--- src/rtl/core/swmf_pkg.sv ---
package swmf_pkg;

    // width of the window size write data
    localparam int CFG_W = 6;

    // per-cycle command shared by every cell of the sorted row
    typedef struct packed {
        logic clear;  // empty the row
        logic del;    // drop the oldest sample and close the gap
        logic ins;    // insert the new sample at its sorted place
    } t_cell_cmd;

endpackage

--- src/rtl/core/sliding_window_median_filter_unit.sv ---
// o_valid rises after the input transfer once the delete, insert and select steps are done;
// select waits while the output register holds an unread result. A new sample is taken only
// when the sequencer is idle, while a finished result may still wait in the output register
// the samples sit sorted in a row of cells; each step acts on the whole row at once
// reset (synchronous, active low): window size 1, window empty, output register empty
module sliding_window_median_filter_unit #(
    parameter int MAX_WINDOW   = 32,
    parameter int SAMPLE_WIDTH = 16
) (
    input  logic                           i_clk,
    input  logic                           i_rst_n,
    input  logic                           i_valid,
    output logic                           o_ready,
    input  logic signed [SAMPLE_WIDTH-1:0] i_sample,
    output logic                           o_valid,
    input  logic                           i_ready,
    output logic signed [SAMPLE_WIDTH:0]   o_median_x2,
    output logic                           o_window_full,
    input  logic                           i_cfg_we,
    input  logic [swmf_pkg::CFG_W-1:0]     i_cfg_data
);
    import swmf_pkg::*;

    localparam int FW = $clog2(MAX_WINDOW + 1);
    localparam int AW = (MAX_WINDOW > 1) ? $clog2(MAX_WINDOW) : 1;

    typedef enum logic [1:0] {
        S_IDLE,
        S_DEL,
        S_INS,
        S_MED
    } t_state;

    t_state                         r_state;
    t_state                         n_state;
    logic [FW-1:0]                  r_win;
    logic [FW-1:0]                  n_win;
    logic [FW-1:0]                  r_fill;
    logic [FW-1:0]                  n_fill;
    logic signed [SAMPLE_WIDTH-1:0] r_sample;
    logic                           r_out_valid;
    logic                           n_out_valid;
    logic signed [SAMPLE_WIDTH:0]   r_median_x2;
    logic signed [SAMPLE_WIDTH:0]   n_median_x2;
    logic                           r_window_full;
    logic                           n_window_full;

    t_cell_cmd                      w_cmd;
    logic [31:0]                    w_cfg_ext;
    logic                           w_full;
    logic [AW-1:0]                  w_rem_age;
    logic signed [SAMPLE_WIDTH-1:0] w_rem_value;
    logic [FW-1:0]                  w_lo_full;
    logic [FW-1:0]                  w_hi_full;
    logic signed [SAMPLE_WIDTH-1:0] w_lo;
    logic signed [SAMPLE_WIDTH-1:0] w_hi;
    logic                           w_load_out;

    logic [MAX_WINDOW-1:0]          w_valid;
    logic [MAX_WINDOW-1:0]          w_old;
    logic signed [SAMPLE_WIDTH-1:0] w_value [MAX_WINDOW];
    logic [AW-1:0]                  w_age   [MAX_WINDOW];

    assign w_full    = (r_fill == r_win);
    assign w_rem_age = AW'(r_win - FW'(1));

    always_comb begin
        w_cmd       = '0;
        w_cmd.clear = i_cfg_we;
        w_cmd.del   = (r_state == S_DEL) && w_full;
        w_cmd.ins   = (r_state == S_INS);
    end

    genvar g;
    generate
        for (g = 0; g < MAX_WINDOW; g++) begin : g_cell
            logic                           w_lv;
            logic signed [SAMPLE_WIDTH-1:0] w_lval;
            logic [AW-1:0]                  w_lage;
            logic                           w_rv;
            logic signed [SAMPLE_WIDTH-1:0] w_rval;
            logic [AW-1:0]                  w_rage;

            if (g == 0) begin : g_left_edge
                assign w_lv   = 1'b0;
                assign w_lval = '0;
                assign w_lage = '0;
            end else begin : g_left
                assign w_lv   = w_valid[g-1];
                assign w_lval = w_value[g-1];
                assign w_lage = w_age[g-1];
            end

            if (g == MAX_WINDOW - 1) begin : g_right_edge
                assign w_rv   = 1'b0;
                assign w_rval = '0;
                assign w_rage = '0;
            end else begin : g_right
                assign w_rv   = w_valid[g+1];
                assign w_rval = w_value[g+1];
                assign w_rage = w_age[g+1];
            end

            swmf_cell #(
                .SAMPLE_WIDTH (SAMPLE_WIDTH),
                .AGE_WIDTH    (AW),
                .FIRST        (g == 0)
            ) u_cell (
                .i_clk         (i_clk),
                .i_rst_n       (i_rst_n),
                .i_cmd         (w_cmd),
                .i_sample      (r_sample),
                .i_rem_value   (w_rem_value),
                .i_rem_age     (w_rem_age),
                .i_left_valid  (w_lv),
                .i_left_value  (w_lval),
                .i_left_age    (w_lage),
                .i_right_valid (w_rv),
                .i_right_value (w_rval),
                .i_right_age   (w_rage),
                .o_valid       (w_valid[g]),
                .o_value       (w_value[g]),
                .o_age         (w_age[g]),
                .o_old         (w_old[g])
            );
        end
    endgenerate

    // value of the oldest sample, picked by its one-hot age match
    always_comb begin
        w_rem_value = '0;
        for (int k = 0; k < MAX_WINDOW; k++) begin
            w_rem_value = w_rem_value | (w_old[k] ? w_value[k] : '0);
        end
    end

    // middle pair: equal indexes for an odd count
    assign w_lo_full   = (r_fill - FW'(1)) >> 1;
    assign w_hi_full   = r_fill >> 1;
    assign w_lo        = w_value[w_lo_full[AW-1:0]];
    assign w_hi        = w_value[w_hi_full[AW-1:0]];
    assign n_median_x2 = {w_lo[SAMPLE_WIDTH-1], w_lo} + {w_hi[SAMPLE_WIDTH-1], w_hi};

    assign w_cfg_ext  = 32'(i_cfg_data);
    assign w_load_out = (r_state == S_MED) && (!r_out_valid || i_ready);

    always_comb begin
        n_state       = r_state;
        n_win         = r_win;
        n_fill        = r_fill;
        n_out_valid   = r_out_valid;
        n_window_full = r_window_full;
        if (r_out_valid && i_ready) begin
            n_out_valid = 1'b0;
        end
        unique case (r_state)
            S_IDLE: begin
                if (i_valid) begin
                    n_state = S_DEL;
                end
            end
            S_DEL: begin
                n_state = S_INS;
            end
            S_INS: begin
                if (!w_full) begin
                    n_fill = r_fill + FW'(1);
                end
                n_state = S_MED;
            end
            S_MED: begin
                if (w_load_out) begin
                    n_out_valid   = 1'b1;
                    n_window_full = w_full;
                    n_state       = S_IDLE;
                end
            end
            default: begin
                n_state = S_IDLE;
            end
        endcase
        if (i_cfg_we) begin
            n_fill = '0;
            if (w_cfg_ext == 32'd0) begin
                n_win = FW'(1);
            end else if (w_cfg_ext > 32'(MAX_WINDOW)) begin
                n_win = FW'(MAX_WINDOW);
            end else begin
                n_win = FW'(w_cfg_ext);
            end
        end
    end

    always_ff @(posedge i_clk) begin
        if (!i_rst_n) begin
            r_state       <= S_IDLE;
            r_win         <= FW'(1);
            r_fill        <= '0;
            r_out_valid   <= 1'b0;
            r_median_x2   <= '0;
            r_window_full <= 1'b0;
        end else begin
            r_state       <= n_state;
            r_win         <= n_win;
            r_fill        <= n_fill;
            r_out_valid   <= n_out_valid;
            r_window_full <= n_window_full;
            if (w_load_out) begin
                r_median_x2 <= n_median_x2;
            end
        end
    end

    always_ff @(posedge i_clk) begin
        if (r_state == S_IDLE && i_valid) begin
            r_sample <= i_sample;
        end
    end

    assign o_ready       = (r_state == S_IDLE);
    assign o_valid       = r_out_valid;
    assign o_median_x2   = r_median_x2;
    assign o_window_full = r_window_full;

    a_fill_bounded: assert property (@(posedge i_clk) disable iff (!i_rst_n)
        r_fill <= r_win)
        else $error("fill count beyond window size");

    a_cells_match_fill: assert property (@(posedge i_clk) disable iff (!i_rst_n)
        (r_state == S_IDLE) |-> ($countones(w_valid) == int'(r_fill)))
        else $error("occupied cells disagree with fill count");

    a_cfg_empties: assert property (@(posedge i_clk) disable iff (!i_rst_n)
        i_cfg_we |=> (r_fill == '0) && (w_valid == '0))
        else $error("window not emptied by size write");

    a_one_oldest: assert property (@(posedge i_clk) disable iff (!i_rst_n)
        (r_state == S_DEL) && w_full |-> $onehot(w_old))
        else $error("oldest sample not unique in full window");

endmodule

--- src/rtl/core/swmf_cell.sv ---
module swmf_cell #(
    parameter int SAMPLE_WIDTH = 16,
    parameter int AGE_WIDTH    = 5,
    parameter bit FIRST        = 1'b0
) (
    input  logic                           i_clk,
    input  logic                           i_rst_n,
    input  swmf_pkg::t_cell_cmd            i_cmd,
    input  logic signed [SAMPLE_WIDTH-1:0] i_sample,
    input  logic signed [SAMPLE_WIDTH-1:0] i_rem_value,
    input  logic        [AGE_WIDTH-1:0]    i_rem_age,
    input  logic                           i_left_valid,
    input  logic signed [SAMPLE_WIDTH-1:0] i_left_value,
    input  logic        [AGE_WIDTH-1:0]    i_left_age,
    input  logic                           i_right_valid,
    input  logic signed [SAMPLE_WIDTH-1:0] i_right_value,
    input  logic        [AGE_WIDTH-1:0]    i_right_age,
    output logic                           o_valid,
    output logic signed [SAMPLE_WIDTH-1:0] o_value,
    output logic        [AGE_WIDTH-1:0]    o_age,
    output logic                           o_old
);
    import swmf_pkg::*;

    logic                           r_valid;
    logic signed [SAMPLE_WIDTH-1:0] r_value;
    logic        [AGE_WIDTH-1:0]    r_age;
    logic                           w_shift;
    logic                           w_take_left;
    logic                           w_take_new;

    assign o_old = r_valid && (r_age == i_rem_age);

    // on delete, every cell at or above the removed one pulls from its right neighbor
    assign w_shift = r_valid && (o_old || (r_value > i_rem_value));

    // new sample goes in front of equal values, so equal values stay youngest first
    assign w_take_left = !FIRST && i_left_valid && (i_left_value >= i_sample);
    assign w_take_new  = !r_valid || (r_value >= i_sample);

    always_ff @(posedge i_clk) begin
        if (!i_rst_n) begin
            r_valid <= 1'b0;
        end else begin
            priority if (i_cmd.clear) begin
                r_valid <= 1'b0;
            end else if (i_cmd.del) begin
                if (w_shift) begin
                    r_valid <= i_right_valid;
                    r_value <= i_right_value;
                    r_age   <= i_right_age;
                end
            end else if (i_cmd.ins) begin
                r_valid <= r_valid || i_left_valid || FIRST;
                if (w_take_left) begin
                    r_value <= i_left_value;
                    r_age   <= i_left_age + AGE_WIDTH'(1);
                end else if (w_take_new) begin
                    r_value <= i_sample;
                    r_age   <= '0;
                end else begin
                    r_age   <= r_age + AGE_WIDTH'(1);
                end
            end
        end
    end

    assign o_valid = r_valid;
    assign o_value = r_value;
    assign o_age   = r_age;

endmodule
--- config.mk ---
export PLATFORM = sky130hd
export DESIGN_NAME = sliding_window_median_filter_unit
export DESIGN_NICKNAME = d
export VERILOG_FILES = /design/src/rtl/core/swmf_pkg.sv /design/src/rtl/core/sliding_window_median_filter_unit.sv /design/src/rtl/core/swmf_cell.sv
export SDC_FILE = /design/constraint.sdc
export NUM_CORES = 2
export LEC_CHECK = 0
export BUFFER_PORTS_ARGS = -buffer_cell sky130_fd_sc_hd__buf_4
export CAP_MARGIN = 20
export CORE_MARGIN = 4
export CORE_UTILIZATION = 33
export DETAILED_ROUTE_END_ITERATION = 12
export GPL_ROUTABILITY_DRIVEN = 1
export HOLD_SLACK_MARGIN = 0.02
export MAX_ROUTING_LAYER = met4
export PLACE_DENSITY = 0.53
export SYNTH_ARGS = -nofsm -noshare
export SYNTH_HDL_FRONTEND = slang
export SYNTH_SLANG_ARGS = --single-unit
--- constraint.sdc ---
create_clock -name i_clk -period 25.4 [get_ports i_clk]
set_clock_uncertainty 0.15 [all_clocks]
set_input_delay 1.27 -clock i_clk [delete_from_list [all_inputs] [get_ports i_clk]]
set_output_delay 1.27 -clock i_clk [all_outputs]
set_load 0.005 [all_outputs]
# == Word-level counts from Yosys, hierarchy flattened ==
# Cells that the tools add are included.
# op_classes
n_addsub,36
shifts,0
magnitude_cmp,67
muxes,460
bitwise_logic,36
div,0
multipliers,0
reduce_logical,363
n_eq_ne,70
# op_table
op,n
16-bit 2-to-1 mux,195
5-bit 2-to-1 mux,159
16-bit greater-or-equal comparator,32
16-bit greater-than comparator,32
16-bit OR,31
"5-bit by 1-bit adder with 5-bit output, second input constant",32
16-bit binary-select mux with 5-bit select,2
5-bit equality test,32
5-bit AND reduction,32
4-bit AND reduction,32
1-bit logical AND,99
1-bit 2-to-1 mux,99
1-bit logical OR,96
3-bit nonzero test,31
2-bit AND reduction,35
"2-bit by 1-bit != test with 1-bit output, second input constant",31
1-bit logical NOT,33
32-bit logical NOT,1
16-bit by 16-bit adder with 17-bit output,1
"6-bit greater-or-equal comparator, second input constant",2
6-bit 2-to-1 mux,2
5-bit NOT with 6-bit output,2
2-bit one-hot mux with 4 select lines,1
"6-bit by 1-bit adder with 6-bit output, second input constant",1
12 further kinds,19
# word_totals
ff_bits,753
mem_bits_ro,0
latch_bits,0
wordCells,1135
memories,0
input_bits,27
mem_bits_rw,0
output_inout_bits,20

# == Longest topological paths before layout ==
# logic_depth
word_depth,40
depth_mapped,24
mapped_depth_nobuf,17

# == Hierarchy ==
# Synthesis repeated with hierarchy kept, for this count alone.
# hier_totals
cells_unflattened,12111
area_unflattened_um2,106166.8
# by_module_without_submodules
mod,seq_area_each_um2,area_per_inst_um2,cells_each,instances
swmf_cell at g_cell[10].u_cell ...,650.6,2981.6,352,23
sliding_window_median_filter_unit,1141.1,14566.5,1464,1
swmf_cell at g_cell[4].u_cell ...,650.6,2631.3,292,3
swmf_cell at g_cell[7].u_cell ...,650.6,2567.5,286,2
swmf_cell at g_cell[9].u_cell,650.6,2902.8,317,1
swmf_cell at g_cell[11].u_cell,650.6,2561.2,280,1
swmf_cell at g_cell[3].u_cell,650.6,2524.9,280,1
swmf_cell at g_cell[0].u_cell,650.6,2005.7,226,1

# == Worst setup path before layout ==
# Ideal clock, no wire load.
# synth_timing
path_type,flip-flop to flip-flop
startpoint,register r_win[0]
endpoint,register g_cell[20].u_cell.r_value[0] (enable)
synth_period_minus_slack_ns,9.072
slack_ns,16.328
required_time_ns,24.836
arrival_time_ns,8.509
path_stages_with_launch,25
path_buffers,8
setup_ns,0.414
cell_sequence,dfxtp_1 -> buf_2 -> buf_2 -> buf_4 -> inv_1 -> ha_1 -> buf_2 -> buf_2 -> buf_2 -> xor2_1 -> and3_1 -> and4_1 -> clkbuf_1 -> buf_2 -> a22oi_1 -> nand3_1 -> nor4b_1 -> ha_1 -> nand2_1 -> nor4_1 -> o21a_1 -> a221oi_1 -> o21ai_0 -> and2_1 -> a21boi_0
# synth_via
elab_chain_cells,40
elab_cells_between_ends,137
cone_classes,add/sub (1); order compare (1); eq/ne (34); mux (32); bitwise (31); reduce/logical (38)
# synth_rtl
element,line,source
"start, declared",sliding_window_median_filter_unit.sv:36,logic [FW-1:0] r_win;
"start signal, assigned",sliding_window_median_filter_unit.sv:204,r_win <= n_win;
5-bit by 1-bit subtractor with 5-bit output,sliding_window_median_filter_unit.sv:65,assign w_rem_age = AW'(r_win - FW'(1));
5-bit equality test,swmf_cell.sv:32,assign o_old = r_valid && (r_age == i_rem_age);
1-bit logical AND,swmf_cell.sv:32,
16-bit 2-to-1 mux,sliding_window_median_filter_unit.sv:133,w_rem_value = w_rem_value | (w_old[k] ? w_value[k] : '0);
16-bit OR (31 in a row),sliding_window_median_filter_unit.sv:133,
16-bit greater-than comparator,swmf_cell.sv:35,assign w_shift = r_valid && (o_old || (r_value > i_rem_value));
1-bit logical OR,swmf_cell.sv:35,
1-bit logical AND,swmf_cell.sv:35,
2-bit by 1-bit != test with 1-bit output (no source line),--,
5-bit AND reduction (no source line) (*),--,
"end signal, assigned",swmf_cell.sv:50,r_value <= i_right_value;
"end signal, assigned",swmf_cell.sv:56,r_value <= i_left_value;
"end signal, assigned",swmf_cell.sv:59,r_value <= i_sample;
"end, declared",swmf_cell.sv:26,logic signed [SAMPLE_WIDTH-1:0] r_value;
# Mark *: on every way between the ends. The rest lies on a longest branch, timed or not.
# A chain may end at the register's enable or synchronous reset.

# == Worst setup path in the final report ==
# layout_timing
startpoint,register r_win[1]
endpoint,register g_cell[12].u_cell.r_value[0] (enable)
# layout_via
elab_chain_cells,40
elab_cells_between_ends,137
cone_classes,add/sub (1); order compare (1); eq/ne (34); mux (32); bitwise (31); reduce/logical (38)
# layout_rtl
element,line
5-bit by 1-bit subtractor with 5-bit output,sliding_window_median_filter_unit.sv:65
5-bit equality test,swmf_cell.sv:32
1-bit logical AND,swmf_cell.sv:32
16-bit 2-to-1 mux,sliding_window_median_filter_unit.sv:133
16-bit OR (31 in a row),sliding_window_median_filter_unit.sv:133
16-bit greater-than comparator,swmf_cell.sv:35
1-bit logical OR,swmf_cell.sv:35
1-bit logical AND,swmf_cell.sv:35
2-bit by 1-bit != test with 1-bit output (no source line),--
5-bit AND reduction (no source line) (*),--
"end signal, assigned",swmf_cell.sv:50
"end signal, assigned",swmf_cell.sv:56
"end signal, assigned",swmf_cell.sv:59
"end, declared",swmf_cell.sv:26
# Marked as above.

==> report_table.html <==
<table>
<tr><th>Metric</th><th>Value</th></tr>
<tr><th colspan="2">Run status</th></tr>
<tr><td>Status</td><td>completed</td></tr>
<tr><th colspan="2">Setup path</th></tr>
<tr><td>CP Capture Type</td><td>flip-flop</td></tr>
<tr><td>Reg-to-Reg Start</td><td>r_win[1]$_SDFFE_PN0P_</td></tr>
<tr><td>Startpoint kind of the worst setup timing path</td><td>flip-flop</td></tr>
<tr><td>Critical Path Start</td><td>r_win[1]$_SDFFE_PN0P_</td></tr>
<tr><td>Worst endpoint data arrival time</td><td>9.49 ns</td></tr>
<tr><td>CP Data Required Time</td><td>25.69 ns</td></tr>
<tr><td>Critical-path maximum fanout</td><td>22</td></tr>
<tr><td>Category of the most critical setup path</td><td>reg -&gt; reg</td></tr>
<tr><th colspan="2">Timing</th></tr>
<tr><td>Max Fclk</td><td>109 MHz</td></tr>
<tr><td>Final count of hold timing violations</td><td>0</td></tr>
<tr><td>Final period utilization</td><td>36.2%</td></tr>
<tr><td>Unrepaired setup endpoints after global routing</td><td>false</td></tr>
<tr><td>Total count of max-transition violations in the final report</td><td>0</td></tr>
<tr><td>Slew of the pin with the lowest slew margin</td><td>1.26 ns</td></tr>
<tr><td>Final setup violation count</td><td>0</td></tr>
<tr><td>Min Hold Slack</td><td>0.319 ns</td></tr>
<tr><td>Setup TNS Final</td><td>0 ns</td></tr>
<tr><td>Min cycle time layout</td><td>9.20 ns</td></tr>
<tr><td>Relative slew slack</td><td>15.9%</td></tr>
<tr><th colspan="2">Power and ir drop</th></tr>
<tr><td>PD cells</td><td>68.8 nW/um^2</td></tr>
<tr><td>Max VDD drop</td><td>0.0000684 V</td></tr>
<tr><td>Leakage power</td><td>34.1 nW</td></tr>
<tr><td>Total Power Consumption</td><td>6.19 mW</td></tr>
<tr><th colspan="2">Drt</th></tr>
<tr><td>Count of routing violations after the opening detailed-route iteration</td><td>14900</td></tr>
<tr><td>Final antenna-violating net count</td><td>0</td></tr>
<tr><td>Routed WL</td><td>586 mm</td></tr>
<tr><td>Routed length per instance</td><td>50.0 um</td></tr>
<tr><td>1st-pass router iterations</td><td>7</td></tr>
<tr><td>Via Count</td><td>83800</td></tr>
<tr><td>Vias per std cell</td><td>7.16</td></tr>
<tr><td>DRC violation count after routing</td><td>0</td></tr>
<tr><th colspan="2">Yosys</th></tr>
<tr><td>Synth Warn #</td><td>0</td></tr>
<tr><td>Number of synthesized register bits</td><td>753</td></tr>
<tr><td>Cell accounting for the most synthesized area</td><td>edfxtp_1</td></tr>
<tr><td>Leading post-synthesis cells by cell area</td><td>edfxtp_1, ha_1, mux4_2</td></tr>
<tr><td>Number of enable flip-flop cells after synthesis</td><td>688</td></tr>
<tr><td>Share of synthesized registers carrying an async set or reset</td><td>0%</td></tr>
<tr><td>Distinct cell type count of the synthesized netlist</td><td>95</td></tr>
<tr><td>Syn_nets</td><td>9233</td></tr>
<tr><td>Post-synthesis instance total</td><td>8126</td></tr>
<tr><td>Top FF cell, synth</td><td>edfxtp_1</td></tr>
<tr><td>Cell Area, Synth</td><td>78600 um^2</td></tr>
<tr><td>Synth Area per Inst</td><td>9.67 um^2</td></tr>
<tr><td>Area share of the largest cell type after synthesis</td><td>26.3%</td></tr>
<tr><td>Register area share after synthesis</td><td>27.9%</td></tr>
<tr><th colspan="2">Global route</th></tr>
<tr><td>Number of antenna violations at the first check in global routing</td><td>123</td></tr>
<tr><td>Global-route wire length before repair</td><td>755 mm</td></tr>
<tr><td>Vias in the first global route</td><td>75200</td></tr>
<tr><td>Grt total ovfl</td><td>0</td></tr>
<tr><td>Pin count of the biggest net entering global routing</td><td>169</td></tr>
<tr><td>Gr usage total</td><td>47.5%</td></tr>
<tr><th colspan="2">Die</th></tr>
<tr><td>Die outline area</td><td>246000 um^2</td></tr>
<tr><td>Area of the core</td><td>236000 um^2</td></tr>
<tr><td>Initial core utilization</td><td>33.3%</td></tr>
<tr><td>Chip Width</td><td>496 um</td></tr>
<tr><td>Overall die height</td><td>496 um</td></tr>
<tr><td>Row cnt</td><td>178</td></tr>
<tr><td>Boundary Pins</td><td>47</td></tr>
<tr><th colspan="2">Clocking</th></tr>
<tr><td>Clk pin slew, worst setup/hold paths</td><td>0.06 ns</td></tr>
<tr><td>Clock latency on the worst-skew pair</td><td>0.82 ns</td></tr>
<tr><td>Buffers inserted by post-CTS timing repair</td><td>0</td></tr>
<tr><td>Number of gates resized after cts</td><td>0</td></tr>
<tr><td>Root buffer cell</td><td>clkbuf_16</td></tr>
<tr><td>Total CTS buffers</td><td>103</td></tr>
<tr><td>Max Buffers Root-to-Sink</td><td>3</td></tr>
<tr><td>Maximum level of the CTS H-tree</td><td>3</td></tr>
<tr><td>Clock tree from TritonCTS</td><td>built</td></tr>
<tr><td>Cts hold-fix bufs</td><td>0</td></tr>
<tr><td>Sink Count</td><td>753</td></tr>
<tr><th colspan="2">Worst hold path</th></tr>
<tr><td>Launch instance of the worst min-delay path</td><td>o_median_x2[4]$_SDFFE_PN0P_</td></tr>
<tr><td>Class of the worst hold path</td><td>reg -&gt; reg</td></tr>
<tr><th colspan="2">Final layout</th></tr>
<tr><td>Number of nets in the finished design</td><td>9491</td></tr>
<tr><td>Area used by multi-input combinational logic</td><td>54500 um^2</td></tr>
<tr><td>Fillers</td><td>23600</td></tr>
<tr><td>Sequential cell area</td><td>22000 um^2</td></tr>
<tr><td>Layout cell share with drive strength beyond 1</td><td>15.3%</td></tr>
<tr><td>Area growth from synthesis to final layout</td><td>14.5%</td></tr>
<tr><th colspan="2">Placed design</th></tr>
<tr><td>Final RePlAce weighted congestion</td><td>1.14</td></tr>
<tr><td>Post-DP HPWL</td><td>432 mm</td></tr>
<tr><td>IO buf count</td><td>46</td></tr>
<tr><th colspan="2">Run</th></tr>
<tr><td>Number of violations of the max-capacitance limit</td><td>0</td></tr>
</table>
## cells by family after synthesis
family / share of synthesized area, %
simple gates: 15.1
flops: 27.9
fa+ha+maj: 17.2
buf+inv: 3.53
xor+xnor: 4.35
mux: 13.5
compound gates: 18.4
## Yosys cell counts, types with 52 or more instances
library cell     n
xor2_1         147
a221oi_1        83
nor2b_1         63
o22ai_1         54
nand2_1        952
a22oi_1        160
a31oi_1         58
o21a_1          52
o211ai_1       101
buf_2           68
nand4_1        201
a211oi_1        56
edfxtp_1       688
dfxtp_1         65
clkbuf_1       364
inv_1          175
a21o_1         104
nand2b_1        72
xnor3_1         61
ha_1          1079
nor2_1         293
nand3_1        331
o221ai_1        65
mux2i_1        431
a22o_1          66
xnor2_1         76
a21oi_1        349
o21ai_0        708
mux4_2         269
buf_1           67
nor3_1         100
## state kept, by name (all words and copies together), names as in the netlist
register and flops:
g_cell.u_cell.o_age 160, g_cell.u_cell.o_valid 32, g_cell.u_cell.o_value 512, o_median_x2 17
o_valid 1, o_window_full 1, r_fill 6, r_sample 16
r_state 2, r_win 6
## worst max-delay path: stages (launching register included)
cell and delay, ns:
dfxtp_1 0.41, inv_1 0.10, ha_2 0.22, nor3b_4 0.16
buf_4 0.24, buf_4 0.27, xnor2_4 0.83, xor2_1 0.17
and2_1 0.22, buf_4 0.26, a221oi_1 0.49, nand3_1 0.18
nor4_2 0.95, buf_4 0.43, buf_4 0.82, ha_1 0.27
nand4_1 0.12, o311ai_0 0.37, a31o_2 0.17, a31oi_1 0.05
o31ai_1 0.73, nand3_1 0.23, o22ai_2 0.79
## path summary, 6_finish.rpt
path | end | slack [ns] | cells past startpoint
hold / removal | o_median_x2[4]$_SDFFE_PN0P_ | 0.32 | 2
hold reg to reg | o_median_x2[4]$_SDFFE_PN0P_ | 0.32 | 2
setup reg to reg | g_cell[12].u_cell.o_value[0]$_DFFE_PP_ | 16.20 | 22
setup / recovery | g_cell[12].u_cell.o_value[0]$_DFFE_PP_ | 16.20 | 22
## metal layers
layer,GRT usage (%),wire length (um)
met1,62.0,234000
met5,-,0
met2,63.0,230000
met4,29.1,44500
met3,15.5,76300
## power breakdown
part | internal, mW | switching, mW | leakage, nW
clock | 0.893 | 0.685 | 1.67
sequential | 1.55 | 0.206 | 6.80
combinational | 0.873 | 1.98 | 25.6
total | 3.32 | 2.87 | 34.1
## per-stage QoR
step	utilization, %	instances	area (um^2)	setup WS (ns)
3_3_place_gp	36.5	11400	86200	16.69
4_1_cts	38.0	11600	89700	16.63
6_report	38.1	11700	90000	16.20
3_5_place_dp	36.5	11400	86200	16.65
5_1_grt	38.1	11700	89900	16.44
2_1_floorplan	-	8126	78600	16.33
## layout by cell type (no fill, tap or decap), types with 55 or more instances in the layout
| cell type | instances |
|---|---|
| a31oi_1 | 55 |
| mux2i_1 | 431 |
| xnor3_1 | 61 |
| o211ai_1 | 101 |
| o21ai_0 | 707 |
| diode_2 | 91 |
| o221ai_1 | 65 |
| nor3_1 | 96 |
| edfxtp_1 | 688 |
| clkbuf_16 | 103 |
| a21oi_1 | 346 |
| buf_4 | 655 |
| a21o_1 | 104 |
| xnor2_1 | 72 |
| nor2b_1 | 60 |
| mux4_2 | 269 |
| nor2_1 | 290 |
| nand4_1 | 201 |
| a221oi_1 | 83 |
| nand2b_1 | 71 |
| inv_1 | 160 |
| xor2_1 | 144 |
| dfxtp_1 | 59 |
| nand2_1 | 950 |
| a22oi_1 | 160 |
| a22o_1 | 66 |
| nand3_1 | 330 |
| ha_1 | 1077 |
## cell type report
| class | instances | share of cell area [%] |
|---|---|---|
| clock buffers | 137 | 3.12 |
| clock inverters | 52 | 0.770 |
| flip-flops and latches | 753 | 24.4 |
| inverters | 176 | 0.734 |
| well taps | 3150 | 4.38 |
| diodes | 91 | 0.253 |
| repair buffers | 669 | 5.73 |
| multi-input cells | 6681 | 60.6 |
No activity file was read; power rests on OpenSTA's default activity.
